### config.mk
export PLATFORM = sky130hd
export DESIGN_NAME = codepoint_word_tokenizer
export DESIGN_NICKNAME = d
export VERILOG_FILES = /design/src/hdl/cwt_pkg.sv /design/src/hdl/cwt_class.sv /design/src/hdl/cwt_scan.sv /design/src/hdl/cwt_fifo.sv /design/src/hdl/codepoint_word_tokenizer.sv
export SDC_FILE = /design/constraint.sdc
export NUM_CORES = 1
export LEC_CHECK = 0
export BUFFER_PORTS_ARGS = -buffer_cell sky130_fd_sc_hd__buf_2
export CELL_PAD_IN_SITES_DETAIL_PLACEMENT = 0
export CELL_PAD_IN_SITES_GLOBAL_PLACEMENT = 1
export CORE_ASPECT_RATIO = 0.75
export CORE_MARGIN = 2
export CORE_UTILIZATION = 45
export DETAILED_ROUTE_END_ITERATION = 8
export GPL_TIMING_DRIVEN = 0
export HOLD_SLACK_MARGIN = 0.03
export PLACE_DENSITY = 0.77
export SYNTH_ARGS = -nofsm -noshare
export SYNTH_HDL_FRONTEND = slang
export SYNTH_SLANG_ARGS = --single-unit
### constraint.sdc
create_clock -name i_clk -period 6 [get_ports i_clk]
set_clock_uncertainty 0.15 [all_clocks]
set_input_delay 1.2 -clock i_clk [delete_from_list [all_inputs] [get_ports i_clk]]
set_output_delay 1.2 -clock i_clk [all_outputs]
set_load 0.01 [all_outputs]
### src/hdl/cwt_pkg.sv
package cwt_pkg;

    localparam int unsigned FIFO_DEPTH = 4;

    localparam logic [1:0] ROLE_SKIP  = 2'd0;
    localparam logic [1:0] ROLE_START = 2'd1;
    localparam logic [1:0] ROLE_CONT  = 2'd2;

    typedef struct packed {
        logic [20:0] codepoint;
        logic        text_last;
    } t_in;

    typedef struct packed {
        logic [20:0] out_codepoint;
        logic [20:0] folded_codepoint;
        logic [1:0]  role;
        logic        run_last;
        logic        text_end;
    } t_out;

    typedef struct packed {
        logic cjk;
        logic sigil;
        logic word;
        logic digit;
        logic dot;
    } t_cp_class;

    typedef struct packed {
        logic [1:0] cnt;
        t_out       res0;
        t_out       res1;
    } t_push;

endpackage

### src/hdl/cwt_class.sv
module cwt_class (
    input  logic [20:0]          i_cp,
    output cwt_pkg::t_cp_class   o_class
);

    localparam int NSPAN = 7;
    localparam logic [20:0] CJK_LO [NSPAN] = '{21'h03040, 21'h031F0, 21'h03400, 21'h04E00,
                                               21'h0F900, 21'h0FF66, 21'h20000};
    localparam logic [20:0] CJK_HI [NSPAN] = '{21'h030FF, 21'h031FF, 21'h04DBF, 21'h09FFF,
                                               21'h0FAFF, 21'h0FF9F, 21'h2FA1F};
    localparam logic [20:0] SYM_LO [NSPAN] = '{21'h02000, 21'h02190, 21'h03000, 21'h0FE00,
                                               21'h0FF01, 21'h0FFA0, 21'h1F000};
    localparam logic [20:0] SYM_HI [NSPAN] = '{21'h0206F, 21'h02BFF, 21'h0303F, 21'h0FE6F,
                                               21'h0FF65, 21'h0FFFF, 21'h1FFFF};

    logic cjk;
    logic sym;
    logic digit;
    logic ascii_word;

    always_comb begin
        cjk = 1'b0;
        sym = 1'b0;
        for (int i = 0; i < NSPAN; i++) begin
            if (i_cp >= CJK_LO[i] && i_cp <= CJK_HI[i]) begin
                cjk = 1'b1;
            end
            if (i_cp >= SYM_LO[i] && i_cp <= SYM_HI[i]) begin
                sym = 1'b1;
            end
        end
    end

    assign digit      = (i_cp >= 21'h30) && (i_cp <= 21'h39);
    assign ascii_word = ((i_cp >= 21'h41) && (i_cp <= 21'h5A)) ||
                        ((i_cp >= 21'h61) && (i_cp <= 21'h7A)) ||
                        digit || (i_cp == 21'h5F) || (i_cp == 21'h27) || (i_cp == 21'h2D);

    assign o_class.cjk   = cjk;
    assign o_class.sigil = (i_cp == 21'h40) || (i_cp == 21'h23);
    assign o_class.digit = digit;
    assign o_class.dot   = (i_cp == 21'h2E);
    assign o_class.word  = (i_cp < 21'h80) ? ascii_word : (!cjk && !sym);

endmodule

### src/hdl/cwt_scan.sv
module cwt_scan (
    input  logic            i_clk,
    input  logic            i_rst_n,
    input  logic            i_valid,
    output logic            o_ready,
    input  cwt_pkg::t_in    i_data,
    input  logic            i_space,
    output cwt_pkg::t_push  o_push
);

    typedef enum logic [2:0] {
        MODE_IDLE = 3'd0,
        MODE_WORD = 3'd1,
        MODE_DEC  = 3'd2,
        MODE_HSIG = 3'd3,
        MODE_HDOT = 3'd4
    } t_mode;

    logic               r_valid;
    cwt_pkg::t_in       r_in;
    t_mode              r_mode;
    t_mode              n_mode;
    logic [20:0]        r_held;
    logic [20:0]        n_held;
    cwt_pkg::t_cp_class cls;
    logic               advance;
    logic [20:0]        c;
    logic               last;

    logic               idle_emit;
    logic [1:0]         idle_role;
    t_mode              idle_mode;
    logic               pre_en;
    logic [1:0]         pre_role;
    logic               main_en;
    logic [1:0]         main_role;
    t_mode              step_mode;

    function automatic logic [20:0] fold(input logic [20:0] cp);
        logic [20:0] f;
        f = cp;
        if (cp >= 21'h41 && cp <= 21'h5A) begin
            f = cp + 21'h20;
        end else if (cp >= 21'hC0 && cp <= 21'hDE && cp != 21'hD7) begin
            f = cp + 21'h20;
        end else if (cp >= 21'h410 && cp <= 21'h42F) begin
            f = cp + 21'h20;
        end else if (cp >= 21'h400 && cp <= 21'h40F) begin
            f = cp + 21'h50;
        end
        return f;
    endfunction

    function automatic cwt_pkg::t_out make_res(input logic [20:0] cp, input logic [1:0] role,
                                               input logic run_last, input logic text_end);
        cwt_pkg::t_out r;
        r.out_codepoint    = cp;
        r.folded_codepoint = fold(cp);
        r.role             = role;
        r.run_last         = run_last;
        r.text_end         = text_end;
        return r;
    endfunction

    cwt_class u_class (
        .i_cp    (r_in.codepoint),
        .o_class (cls)
    );

    assign c       = r_in.codepoint;
    assign last    = r_in.text_last;
    assign advance = r_valid && i_space;
    assign o_ready = !r_valid || advance;

    always_comb begin
        idle_emit = 1'b1;
        idle_role = cwt_pkg::ROLE_SKIP;
        idle_mode = MODE_IDLE;
        if (cls.cjk) begin
            idle_role = cwt_pkg::ROLE_START;
        end else if (cls.sigil) begin
            if (!last) begin
                idle_emit = 1'b0;
                idle_mode = MODE_HSIG;
            end
        end else if (cls.word) begin
            idle_role = cwt_pkg::ROLE_START;
            idle_mode = MODE_WORD;
        end
    end

    always_comb begin
        pre_en    = 1'b0;
        pre_role  = cwt_pkg::ROLE_SKIP;
        main_en   = idle_emit;
        main_role = idle_role;
        step_mode = idle_mode;
        case (r_mode)
            MODE_WORD: begin
                if (cls.word) begin
                    main_en   = 1'b1;
                    main_role = cwt_pkg::ROLE_CONT;
                    step_mode = MODE_WORD;
                end else if (cls.dot && !last) begin
                    main_en   = 1'b0;
                    step_mode = MODE_HDOT;
                end
            end
            MODE_DEC: begin
                if (cls.digit) begin
                    main_en   = 1'b1;
                    main_role = cwt_pkg::ROLE_CONT;
                    step_mode = MODE_DEC;
                end
            end
            MODE_HSIG: begin
                pre_en = 1'b1;
                if (cls.word) begin
                    pre_role  = cwt_pkg::ROLE_START;
                    main_en   = 1'b1;
                    main_role = cwt_pkg::ROLE_CONT;
                    step_mode = MODE_WORD;
                end
            end
            MODE_HDOT: begin
                pre_en = 1'b1;
                if (cls.digit) begin
                    pre_role  = cwt_pkg::ROLE_CONT;
                    main_en   = 1'b1;
                    main_role = cwt_pkg::ROLE_CONT;
                    step_mode = MODE_DEC;
                end
            end
            default: begin
            end
        endcase
    end

    always_comb begin
        n_mode = step_mode;
        n_held = 21'd0;
        if (step_mode == MODE_HSIG || step_mode == MODE_HDOT) begin
            n_held = c;
        end
        if (last) begin
            n_mode = MODE_IDLE;
            n_held = 21'd0;
        end
    end

    always_comb begin
        o_push.cnt  = advance ? ({1'b0, pre_en} + {1'b0, main_en}) : 2'd0;
        o_push.res1 = make_res(c, main_role, 1'b1, last);
        if (pre_en) begin
            o_push.res0 = make_res(r_held, pre_role, !main_en, last && !main_en);
        end else begin
            o_push.res0 = make_res(c, main_role, 1'b1, last);
        end
    end

    always_ff @(posedge i_clk) begin
        if (!i_rst_n) begin
            r_valid <= 1'b0;
            r_mode  <= MODE_IDLE;
            r_held  <= 21'd0;
        end else begin
            if (i_valid && o_ready) begin
                r_valid <= 1'b1;
            end else if (advance) begin
                r_valid <= 1'b0;
            end
            if (advance) begin
                r_mode <= n_mode;
                r_held <= n_held;
            end
        end
        if (i_valid && o_ready) begin
            r_in <= i_data;
        end
    end

    a_hold_sigil: assert property (@(posedge i_clk) disable iff (!i_rst_n)
        (r_mode == MODE_HSIG) |-> (r_held == 21'h40 || r_held == 21'h23))
        else $error("held codepoint is not a sigil");

    a_empty_step: assert property (@(posedge i_clk) disable iff (!i_rst_n)
        (advance && o_push.cnt == 2'd0) |=> (r_mode == MODE_HSIG || r_mode == MODE_HDOT))
        else $error("word dropped without holding a codepoint");

endmodule

### src/hdl/cwt_fifo.sv
module cwt_fifo #(
    parameter int unsigned DEPTH = cwt_pkg::FIFO_DEPTH
) (
    input  logic            i_clk,
    input  logic            i_rst_n,
    input  cwt_pkg::t_push  i_push,
    output logic            o_space,
    output logic            o_valid,
    input  logic            i_ready,
    output cwt_pkg::t_out   o_data
);

    localparam int PW = $clog2(DEPTH);
    localparam int CW = $clog2(DEPTH + 1);

    cwt_pkg::t_out r_mem [DEPTH];
    logic [PW-1:0] r_wr;
    logic [PW-1:0] r_rd;
    logic [CW-1:0] r_count;
    logic [PW-1:0] wr1;
    logic          pop;

    function automatic logic [PW-1:0] inc(input logic [PW-1:0] p);
        return (p == PW'(DEPTH - 1)) ? '0 : p + 1'b1;
    endfunction

    assign wr1     = inc(r_wr);
    assign o_valid = (r_count != '0);
    assign o_data  = r_mem[r_rd];
    assign pop     = o_valid && i_ready;
    assign o_space = (r_count <= CW'(DEPTH - 2));

    always_ff @(posedge i_clk) begin
        if (i_push.cnt != 2'd0) begin
            r_mem[r_wr] <= i_push.res0;
        end
        if (i_push.cnt == 2'd2) begin
            r_mem[wr1] <= i_push.res1;
        end
    end

    always_ff @(posedge i_clk) begin
        if (!i_rst_n) begin
            r_wr    <= '0;
            r_rd    <= '0;
            r_count <= '0;
        end else begin
            if (i_push.cnt == 2'd1) begin
                r_wr <= wr1;
            end else if (i_push.cnt == 2'd2) begin
                r_wr <= inc(wr1);
            end
            if (pop) begin
                r_rd <= inc(r_rd);
            end
            r_count <= r_count + CW'(i_push.cnt) - CW'(pop);
        end
    end

    a_no_overflow: assert property (@(posedge i_clk) disable iff (!i_rst_n)
        r_count <= CW'(DEPTH))
        else $error("result queue overflow");

    a_push_fits: assert property (@(posedge i_clk) disable iff (!i_rst_n)
        (i_push.cnt != 2'd0) |-> o_space)
        else $error("push without room");

endmodule

### src/hdl/codepoint_word_tokenizer.sv
// channel  direction  valid     ready     payload
// input    in         i_valid   o_ready   i_data (codepoint, text_last)
// output   out        o_valid   i_ready   o_data (codepoint, fold, role, run/text end)
//
// One input word is taken per cycle while the result queue has room; it yields zero,
// one or two output words. An input word is held in the input register, is labelled,
// and its results then enter the result queue. A two-result step always follows a held
// step, so with FifoDepth of at least 4 a ready receiver never stalls input.
// Reset (synchronous, active low) empties the queue and returns the scanner to idle.
// Input stalls only while the queue holds more than FifoDepth - 2 results.
module codepoint_word_tokenizer #(
    parameter int unsigned FifoDepth = cwt_pkg::FIFO_DEPTH
) (
    input  logic          i_clk,
    input  logic          i_rst_n,
    input  logic          i_valid,
    output logic          o_ready,
    input  cwt_pkg::t_in  i_data,
    output logic          o_valid,
    input  logic          i_ready,
    output cwt_pkg::t_out o_data
);

    cwt_pkg::t_push push;
    logic           space;

    cwt_scan u_scan (
        .i_clk   (i_clk),
        .i_rst_n (i_rst_n),
        .i_valid (i_valid),
        .o_ready (o_ready),
        .i_data  (i_data),
        .i_space (space),
        .o_push  (push)
    );

    cwt_fifo #(
        .DEPTH (FifoDepth)
    ) u_fifo (
        .i_clk   (i_clk),
        .i_rst_n (i_rst_n),
        .i_push  (push),
        .o_space (space),
        .o_valid (o_valid),
        .i_ready (i_ready),
        .o_data  (o_data)
    );

endmodule
==> results of run 1 <==
==> through the flow <==
step                      hold WS [ps]  instances  TNS, ps  instance area, µm²
after detailed placement           313       1481   -78480               13100
final                              326       1526        0               14000
after global routing               345       1526        0               14000
after global placement             309       1477  -257110               13100
after floorplan                    287       1053        0               12300
after CTS                          327       1525        0               14000
==> how the worst min path moves through the flow <==
stage | to | slack, ps | depth (start not counted) | startpoint
6_report | u_fifo.r_mem[0][1]$_SDFFE_PP1P_ | 330 | 2 | u_fifo.r_mem[0][1]$_SDFFE_PP1P_
5_1_grt | u_fifo.r_mem[0][1]$_SDFFE_PP1P_ | 340 | 2 | u_fifo.r_mem[0][1]$_SDFFE_PP1P_
4_1_cts | u_fifo.r_mem[0][1]$_SDFFE_PP1P_ | 330 | 2 | u_fifo.r_mem[0][1]$_SDFFE_PP1P_
3_5_place_dp | u_fifo.r_mem[0][1]$_SDFFE_PP1P_ | 310 | 2 | u_fifo.r_mem[0][1]$_SDFFE_PP1P_
3_3_place_gp | u_fifo.r_mem[0][1]$_SDFFE_PP1P_ | 310 | 2 | u_fifo.r_mem[0][1]$_SDFFE_PP1P_
2_1_floorplan | u_fifo.r_mem[2][1]$_SDFFE_PP1P_ | 290 | 2 | u_fifo.r_mem[2][1]$_SDFFE_PP1P_
==> worst min-delay path: stages, from the launching register on <==
cell,delay (ps)
dfxtp_1,330
nand2_1,50
o211ai_1,70
==> registers in the layout (all words and copies together), names as in the netlist, named ones only <==
register,count
u_scan.last,1
u_fifo.r_wr,2
u_scan.r_held,21
u_scan.r_mode,3
u_scan.c,21
u_fifo.r_rd,2
u_fifo.r_mem,168
u_scan.r_valid,1
u_fifo.r_count,3
==> metal layers <==
| metal | routed length, µm | track usage, % | vias to the layer above |
|---|---|---|---|
| li1 | - | - | 4368 |
| met1 | 16600 | 39.4 | 4806 |
| met2 | 16800 | 40.8 | 511 |
| met3 | 3610 | 5.17 | 52 |
| met4 | 693 | 6.38 | 0 |
| met5 | 0 | 0 | - |
==> cell type report <==
type / count / area (µm²) / area share, %
Sequential cell: 224 / 6350 / 45.2
Multi-Input combinational cell: 699 / 5450 / 38.8
Clock buffer: 31 / 658 / 4.69
Timing Repair Buffer: 78 / 453 / 3.23
Buffer: 99 / 447 / 3.18
Tap cell: 351 / 439 / 3.13
Clock inverter: 13 / 130 / 0.927
Inverter: 31 / 116 / 0.829
==> power by group through the flow <==
stage / clock (W) / combinational [W] / sequential [W]
6_report: 0.00149 / 0.000991 / 0.00186
5_1_grt: 0.00157 / 0.00107 / 0.00187
4_1_cts: 0.00151 / 0.000989 / 0.00186
3_5_place_dp: 0 / 0.000984 / 0.00189
3_3_place_gp: 0 / 0.000964 / 0.00189
2_1_floorplan: 0 / 0.000647 / 0.00187
==> synth_stat cells, types with 8 or more instances <==
library cell	instances	area (µm²)
a21oi_1	29	145
a22o_1	111	972
a31oi_1	8	50.1
and2_1	19	119
and3_1	20	125
buf_1	19	71.3
buf_2	10	50.1
clkbuf_1	63	236
dfxtp_1	38	761
edfxtp_1	186	5590
ha_1	29	363
inv_1	29	109
mux4_2	42	946
nand2_1	93	349
nand3_1	18	90.1
nand4_1	19	119
nor2_1	51	191
nor3_1	21	105
nor4_1	19	119
o211ai_1	11	82.6
o21ai_0	36	180
o22ai_1	32	200
xnor2_1	11	96.3
==> kinds of logic (layout without fill, tap and decap cells) <==
kind of cell    Yosys count  in the layout  share of synthesized area (%)
flops                   224            224                           51.8
fa+ha+maj                30             30                           3.13
buf+inv                 130            252                           4.36
xor+xnor                 12             12                          0.858
compound gates          292            292                           17.7
mux                      45             45                           7.97
simple gates            320            320                           14.2
==> what timing repair did <==
item	4_1_cts	5_1_grt
gates resized for setup	20	24
pin swaps	0	1
setup buffers	0	1
endpoints found under the setup margin	214	233
==> results_dict.tcl, run 1 <==
set metrics [dict create \
    run_status "complete, no violations" \
    crit_family "simple AND/OR/NAND/NOR gates" \
    num_rows 52 \
    max_slew_margin_pct 21.3 \
    swShare_pct 28.9 \
    fillers 2352 \
    ir_drop_v 0.000209 \
    wirelength_mm 37.7 \
    crit_required_ps 6220 \
    initial_core_util_pct 45.6 \
    combinationalPowerShare_pct 22.8 \
    clock_path_buffers 3 \
    synth_nets 1109 \
    nets 1213 \
    mostFrequentLayoutCell "edfxtp_1" \
    cp_max_fo 10 \
    ys.flop_type "edfxtp_1" \
    crit_path_end "u_fifo.r_mem[0][26]$_DFFE_PP_" \
    hold_buffers 0 \
    cts.clk_slew.worst_paths_ps 60 \
    viasPerCell 6.38 \
    numCtsBuffers 24 \
    critPathSlowestCell "or4b_4" \
    worstReg2RegEnd "u_fifo.r_mem[0][26]$_DFFE_PP_" \
    grt_max_degree 29 \
    antenna_found_initial 0 \
    clock-root-buffer "clkbuf_16" \
    total_power_w 0.00434 \
    drt_iter0_drc 1295 \
    p_leak_nw 4.66 \
    arrival_ps 5910 \
    track_usage_pct 26.7 \
    ys_ff_latch 224 \
    final_util_pct 52.2 \
    rsz0062_at_grt "false" \
    crit_buf_inv 8 \
    rr_startpoint "u_scan.c[4]$_DFFE_PP_" \
    drive_gt1_share_pct 19.2 \
    cts_tree "done" \
    cts_sinks 224 \
    n_antenna_cell 0 \
    synth_cells 1053 \
    path_depth 25 \
    synth-edff-count 186 \
    power.switching_w 0.00125 \
    dieHeight_um 147 \
    yosysUniqueCellTypes 81 \
    crit_type "register to register" \
    p_int_w 0.00308 \
    period_share_pct 94.9 \
    cp_common_cell "nand2_1" \
    firstDrtPassIters 5 \
    die_w_um 195 \
    mostFrequentLayoutCells "186 x edfxtp_1, 111 x a22o_1, 85 x nand2_1, 85 x buf_2, 52 x clkbuf_1" \
    vias 9737 \
    async_reset_ff_share_pct 0 \
    place_congestion 0.930 \
    worstSetupStartpointType "register" \
    core_area_um2 26900 \
    worstSetupEndpointType "register" \
    ys_seq_area_share_pct 51.8 \
    wl_per_cell_um 24.7 \
    fmax_ghz 0.176 \
    grt_pass1_vias 9545 \
    reg2reg_slack_ps 310 \
    p_seq_share_pct 42.9 \
    powerDensity_nw_per_um2 309 \
    syn_area_per_cell_um2 11.6 \
    reg2reg_depth 25 \
    maxCapViolations 0 \
    min_path_type "register to register" \
    pre_cts_slack_ps -904 \
    die-area_um2 28600 \
    portBuffers 73 \
    io-pin-count 74 \
    ant_nets 0 \
    place_hpwl_mm 26.6 \
    clock_latency_ps 540 \
    grt_pass1_wl_mm 58.3 \
    fin_crit_ps 5690 \
    critPathMaxStageDelay_ps 530 \
    overflow 0 \
    tightest_slew_ps 1170 \
    setup_viol 0 \
    critPathLaunch "u_scan.c[4]$_DFFE_PP_" \
    area_growth_pct 14.6 \
    power_frac_clock_pct 34.3 \
    hold_viol_final 0 \
    slew_viol_final 0 \
    yosys_warnings 0 \
    setup_ws_ps 307 \
    drcViolationCount 0 \
    htree_num_levels 1 \
    netlist_area_um2 12300 \
]
No activity file was read; power rests on OpenSTA's default activity.
==> inputs of run 2 (changes only) <==
--- a/config.mk
+++ b/config.mk
@@ -14,6 +14,7 @@
 export DETAILED_ROUTE_END_ITERATION = 8
 export GPL_TIMING_DRIVEN = 0
 export HOLD_SLACK_MARGIN = 0.03
+export MAX_ROUTING_LAYER = met4
 export PLACE_DENSITY = 0.77
 export SYNTH_ARGS = -nofsm -noshare
 export SYNTH_HDL_FRONTEND = slang
==> results_dict.tcl, run 2 (synthesis results as in run 1) <==
set metrics [dict create \
    track_usage_pct 27.6 \
    met1_length_mm 16.7 \
    portBuffers 73 \
    largest_register_ff_count 168 \
    drive_gt1_share_pct 18.9 \
    fmax_ghz 0.173 \
    cts_tree "done" \
    p_seq_share_pct 44.0 \
    combinationalPowerShare_pct 23.4 \
    ir_drop_v 0.000189 \
    mostFrequentLayoutCells "186 x edfxtp_1, 111 x a22o_1, 87 x nand2_1" \
    io-pin-count 74 \
    run_status "complete, no violations" \
    arrival_ps 5990 \
    worstSetupEndpointType "register" \
    route.met2.wl_mm 17.0 \
    place_hpwl_mm 26.8 \
    num_rows 52 \
    die_w_um 195 \
    maxCapViolations 0 \
    largest-register "u_fifo.r_mem" \
    area_growth_pct 14.1 \
    hold_viol_final 0 \
    p_leak_nw 4.64 \
    htree_num_levels 1 \
    total_power_w 0.00422 \
    setup_ws_ps 216 \
    core_area_um2 26900 \
    placed_cell_area_um2 13100 \
    crit_buf_inv 8 \
    final_area_um2 14000 \
    antenna_found_initial 0 \
    period_share_pct 96.4 \
    grt_pass1_vias 9301 \
    hold_buffers 0 \
    reg2reg_slack_ps 220 \
    min_path_type "register to register" \
    grt_max_degree 29 \
    power_frac_clock_pct 32.6 \
    drt_iter0_drc 1204 \
    swShare_pct 29.3 \
    clock_latency_ps 540 \
    crit_required_ps 6200 \
    initial_core_util_pct 45.6 \
    drcViolationCount 0 \
    die-area_um2 28600 \
    wirelength_mm 38.3 \
    numCtsBuffers 23 \
    wl_per_cell_um 25.1 \
    worstSetupStartpointType "register" \
    crit_type "register to register" \
    p_int_w 0.00299 \
    holdWs_ps 328 \
    setup_viol 0 \
    clock_path_buffers 3 \
    tightest_slew_ps 1060 \
    dieHeight_um 147 \
    ant_nets 0 \
    viasPerCell 6.37 \
    cts.clk_slew.worst_paths_ps 60 \
    pre_cts_slack_ps -893 \
    cp_max_fo 10 \
    cts_sinks 224 \
    firstDrtPassIters 5 \
    min-delay-start "u_fifo.r_mem[1][1]$_SDFFE_PP1P_" \
    max_slew_margin_pct 28.2 \
    n_antenna_cell 0 \
    mostFrequentLayoutCell "edfxtp_1" \
    critPathSlowestCell "or4b_4" \
    crit_family "simple AND/OR/NAND/NOR gates" \
    overflow 0 \
    nets 1214 \
    final_util_pct 52.0 \
    fin_crit_ps 5780 \
    rsz0062_at_grt "false" \
    power.switching_w 0.00124 \
    powerDensity_nw_per_um2 302 \
    rr_startpoint "u_scan.c[4]$_DFFE_PP_" \
    fillers 2443 \
    highest_layer "met4" \
    clock-root-buffer "clkbuf_16" \
    critPathMaxStageDelay_ps 540 \
    grt_pass1_wl_mm 57.6 \
    cp_common_cell "nand2_1" \
    met3_length_mm 3.57 \
    slew_viol_final 0 \
    place_congestion 0.913 \
    critPathLaunch "u_scan.c[4]$_DFFE_PP_" \
    vias 9728 \
]
==> run 2: cell type report <==
class	instances	area (µm²)	area share (%)
plain buffers	99	449	3.21
clock buffers	38	672	4.81
clock inverters	4	38.8	0.278
inverters	31	116	0.833
multi-input cells	699	5440	39.0
flip-flops and latches	224	6350	45.4
well taps	351	439	3.14
repair buffers	80	468	3.35
==> run 2: power groups by stage <==
stage / Clock [W] / Combinational [W] / Sequential (W)
after CTS: 0.00141 / 0.000985 / 0.00186
after global routing: 0.00146 / 0.00106 / 0.00187
after global placement: 0 / 0.000967 / 0.00189
final: 0.00138 / 0.000989 / 0.00186
after detailed placement: 0 / 0.000981 / 0.00189
after floorplan: 0 / 0.000647 / 0.00187
==> run 2: worst reg2reg max path, cell delays in order, from the launching register on <==
cell	delay [ps]
edfxtp_1	420
buf_2	210
clkbuf_2	230
inv_1	300
ha_1	380
and4b_1	240
a41oi_1	50
or4b_4	540
or2_0	210
buf_2	170
inv_1	90
nor2_1	40
o22a_1	190
o31ai_1	90
nand2_1	150
ha_1	300
nand2_1	180
inv_1	60
ha_2	230
nand2_1	270
nand2_1	120
nor2_1	150
buf_2	340
clkbuf_4	330
nand2_1	70
o21ai_0	120
==> run 2: worst paths after layout <==
kind,depth (start not counted),endpoint
min reg2reg,2,u_fifo.r_mem[1][1]$_SDFFE_PP1P_
max reg2reg,25,u_fifo.r_mem[0][26]$_DFFE_PP_
max,25,u_fifo.r_mem[0][26]$_DFFE_PP_
min,2,u_fifo.r_mem[1][1]$_SDFFE_PP1P_
==> run 2: what timing repair did <==
action,CTS,global route
buffers inserted,0,3
pin swaps,0,1
endpoints found under the setup margin,247,175
resized for setup,21,23
==> run 2: per-stage QoR <==
step,TNS (ps),std cells
final,0,1526
after global routing,0,1526
after CTS,0,1523
after detailed placement,-85700,1481
after global placement,-288260,1477
after floorplan,0,1053
==> run 2: metal layers <==
metal | vias up | track usage [%]
met5 | - | -
met4 | 0 | 7.23
met3 | 83 | 5.53
met2 | 515 | 40.6
met1 | 4753 | 39.1
li1 | 4377 | -
==> inputs of run 3 (changes only) <==
--- a/config.mk
+++ b/config.mk
@@ -8,7 +8,7 @@
 export BUFFER_PORTS_ARGS = -buffer_cell sky130_fd_sc_hd__buf_2
 export CELL_PAD_IN_SITES_DETAIL_PLACEMENT = 0
 export CELL_PAD_IN_SITES_GLOBAL_PLACEMENT = 1
-export CORE_ASPECT_RATIO = 0.75
+export CORE_ASPECT_RATIO = 0.7
 export CORE_MARGIN = 2
 export CORE_UTILIZATION = 45
 export DETAILED_ROUTE_END_ITERATION = 8
==> results_dict.tcl, run 3 (synthesis results as in run 1) <==
set metrics [dict create \
    run_status "complete, no violations" \
    crit_family "simple AND/OR/NAND/NOR gates" \
    ant_nets 0 \
    max_slew_margin_pct 23.9 \
    num_rows 50 \
    drcViolationCount 0 \
    hold_viol_final 0 \
    worstSetupEndpointType "register" \
    cts_tree "done" \
    cp_common_cell "nand2_1" \
    cts.clk_slew.worst_paths_ps 60 \
    tns_ps 0 \
    firstDrtPassIters 6 \
    die_w_um 201 \
    dieHeight_um 142 \
    overflow 0 \
    nets 1218 \
    antenna_found_initial 0 \
    drt_iter0_drc 1451 \
    wirelength_mm 38.2 \
    clock_path_buffers 3 \
    drive_gt1_share_pct 19.6 \
    htree_num_levels 1 \
    clock_latency_ps 540 \
    period_share_pct 95.8 \
    crit_type "register to register" \
    ir_drop_v 0.000200 \
    setup_viol 0 \
    crit_required_ps 6250 \
    tightest_slew_ps 1130 \
    vias 9901 \
    numCtsBuffers 24 \
    cts_sinks 224 \
    area_growth_pct 14.5 \
    fmax_ghz 0.174 \
    largest-register "u_fifo.r_mem" \
    powerDensity_nw_per_um2 306 \
    grt_pass1_vias 9374 \
    largest_register_ff_count 168 \
    critPathSlowestCell "nor4_2" \
    maxCapViolations 0 \
    io-pin-count 74 \
    arrival_ps 6000 \
    track_usage_pct 27.6 \
    n_antenna_cell 0 \
    crit_buf_inv 3 \
    worstSetupStartpointType "register" \
    slew_viol_final 0 \
    place_congestion 0.944 \
    clock-root-buffer "clkbuf_16" \
    portBuffers 73 \
    die-area_um2 28600 \
    crit_chain "clkbuf_1, nor4_2, nand2b_1, nor4_1, o21ai_0, nand4_1, nor4_4, and2_4, o31ai_1, nand2_1, ha_1, nand2_1, inv_1, ha_1, nand2_1, nand2_1, nor2_2, clkbuf_2, a22o_1" \
    cp_max_fo 10 \
    place_hpwl_mm 26.8 \
    min_path_type "register to register" \
    grt_pass1_wl_mm 58.4 \
    mostFrequentLayoutCells "186 x edfxtp_1, 111 x a22o_1, 88 x nand2_1, 88 x buf_2, 52 x clkbuf_1" \
    fin_crit_ps 5750 \
    critPathMaxStageDelay_ps 610 \
    wl_per_cell_um 24.8 \
    rsz0062_at_grt "false" \
    initial_core_util_pct 45.8 \
    grt_max_degree 27 \
    setup_ws_ps 252 \
    p_leak_nw 4.66 \
    pre_cts_slack_ps -531 \
    viasPerCell 6.41 \
    holdWs_ps 326 \
    mostFrequentLayoutCell "edfxtp_1" \
    core_area_um2 26800 \
]
run 3: cell count changes in the layout (fill, tap and decap cells not counted), moves of 2 or more:
cell / change
inv_6: +2
clkinvlp_4: +5
buf_2: +3
clkbuf_2: -3
buf_4: +3
inv_1: -2
clkinv_1: +2
clkinv_2: +3
clkbuf_1: -6
run 3: timing repair:
item | 4_1_cts | 5_1_grt
setup buffers | 0 | 6
hold buffers | 0 | 0
resized for setup | 18 | 21
setup endpoints to repair | 108 | 233
run 3: where the power goes:
| part | leakage, nW | internal, W | switching [W] |
|---|---|---|---|
| logic | 2.40 | 0.000415 | 0.000588 |
| clock network | 0.364 | 0.000781 | 0.000650 |
| registers | 1.90 | 0.00181 | 0.0000480 |
| total | 4.66 | 0.00300 | 0.00129 |
run 3: per-layer routing:
layer  part of all wire (%)  track usage, %  vias up
met3                     10            6.32       72
met5                      0               -        -
met1                     45            40.7     4859
met4                    2.1            6.15        0
li1                       -               -     4376
met2                     42            38.6      594
run 3: final cells by class:
cell class,count,area [µm²]
Multi-Input combinational cell,699,5420
Buffer,99,445
Fill cell,2435,12700
Timing Repair Buffer,83,490
Inverter,31,124
Clock inverter,14,97.6
Tap cell,364,455
Sequential cell,224,6350
Clock buffer,30,653
run 3: path summary, 6_finish.rpt:
path	startpoint	end	slack, ps	cells after the start
worst min register to register	u_fifo.r_mem[0][1]$_SDFFE_PP1P_	u_fifo.r_mem[0][1]$_SDFFE_PP1P_	330	2
worst max register to register	u_scan.c[19]$_DFFE_PP_	u_fifo.r_mem[3][33]$_DFFE_PP_	250	19
worst min-delay path	u_fifo.r_mem[0][1]$_SDFFE_PP1P_	u_fifo.r_mem[0][1]$_SDFFE_PP1P_	330	2
worst max-delay path	u_scan.c[19]$_DFFE_PP_	u_fifo.r_mem[3][33]$_DFFE_PP_	250	19
run 3: metrics by stage:
stage / power, W / cell area [µm²] / instances / utilization (%)
floorplan: 0.00252 / 12300 / 1053 / -
detailed placement: 0.00287 / 13200 / 1494 / 49.2
CTS: 0.00429 / 13900 / 1538 / 52.1
global route: 0.00446 / 14000 / 1544 / 52.4
global placement: 0.00286 / 13100 / 1490 / 48.8
finish: 0.00429 / 14000 / 1544 / 52.4
run 3: worst reg2reg max path, stage by stage, from the launching register on:
cell and delay (ps):
edfxtp_1 420, clkbuf_1 290, nor4_2 610, nand2b_1 330
nor4_1 330, o21ai_0 160, nand4_1 180, nor4_4 100
and2_4 200, o31ai_1 290, nand2_1 110, ha_1 280
nand2_1 170, inv_1 60, ha_1 270, nand2_1 280
nand2_1 180, nor2_2 510, clkbuf_2 480, a22o_1 220
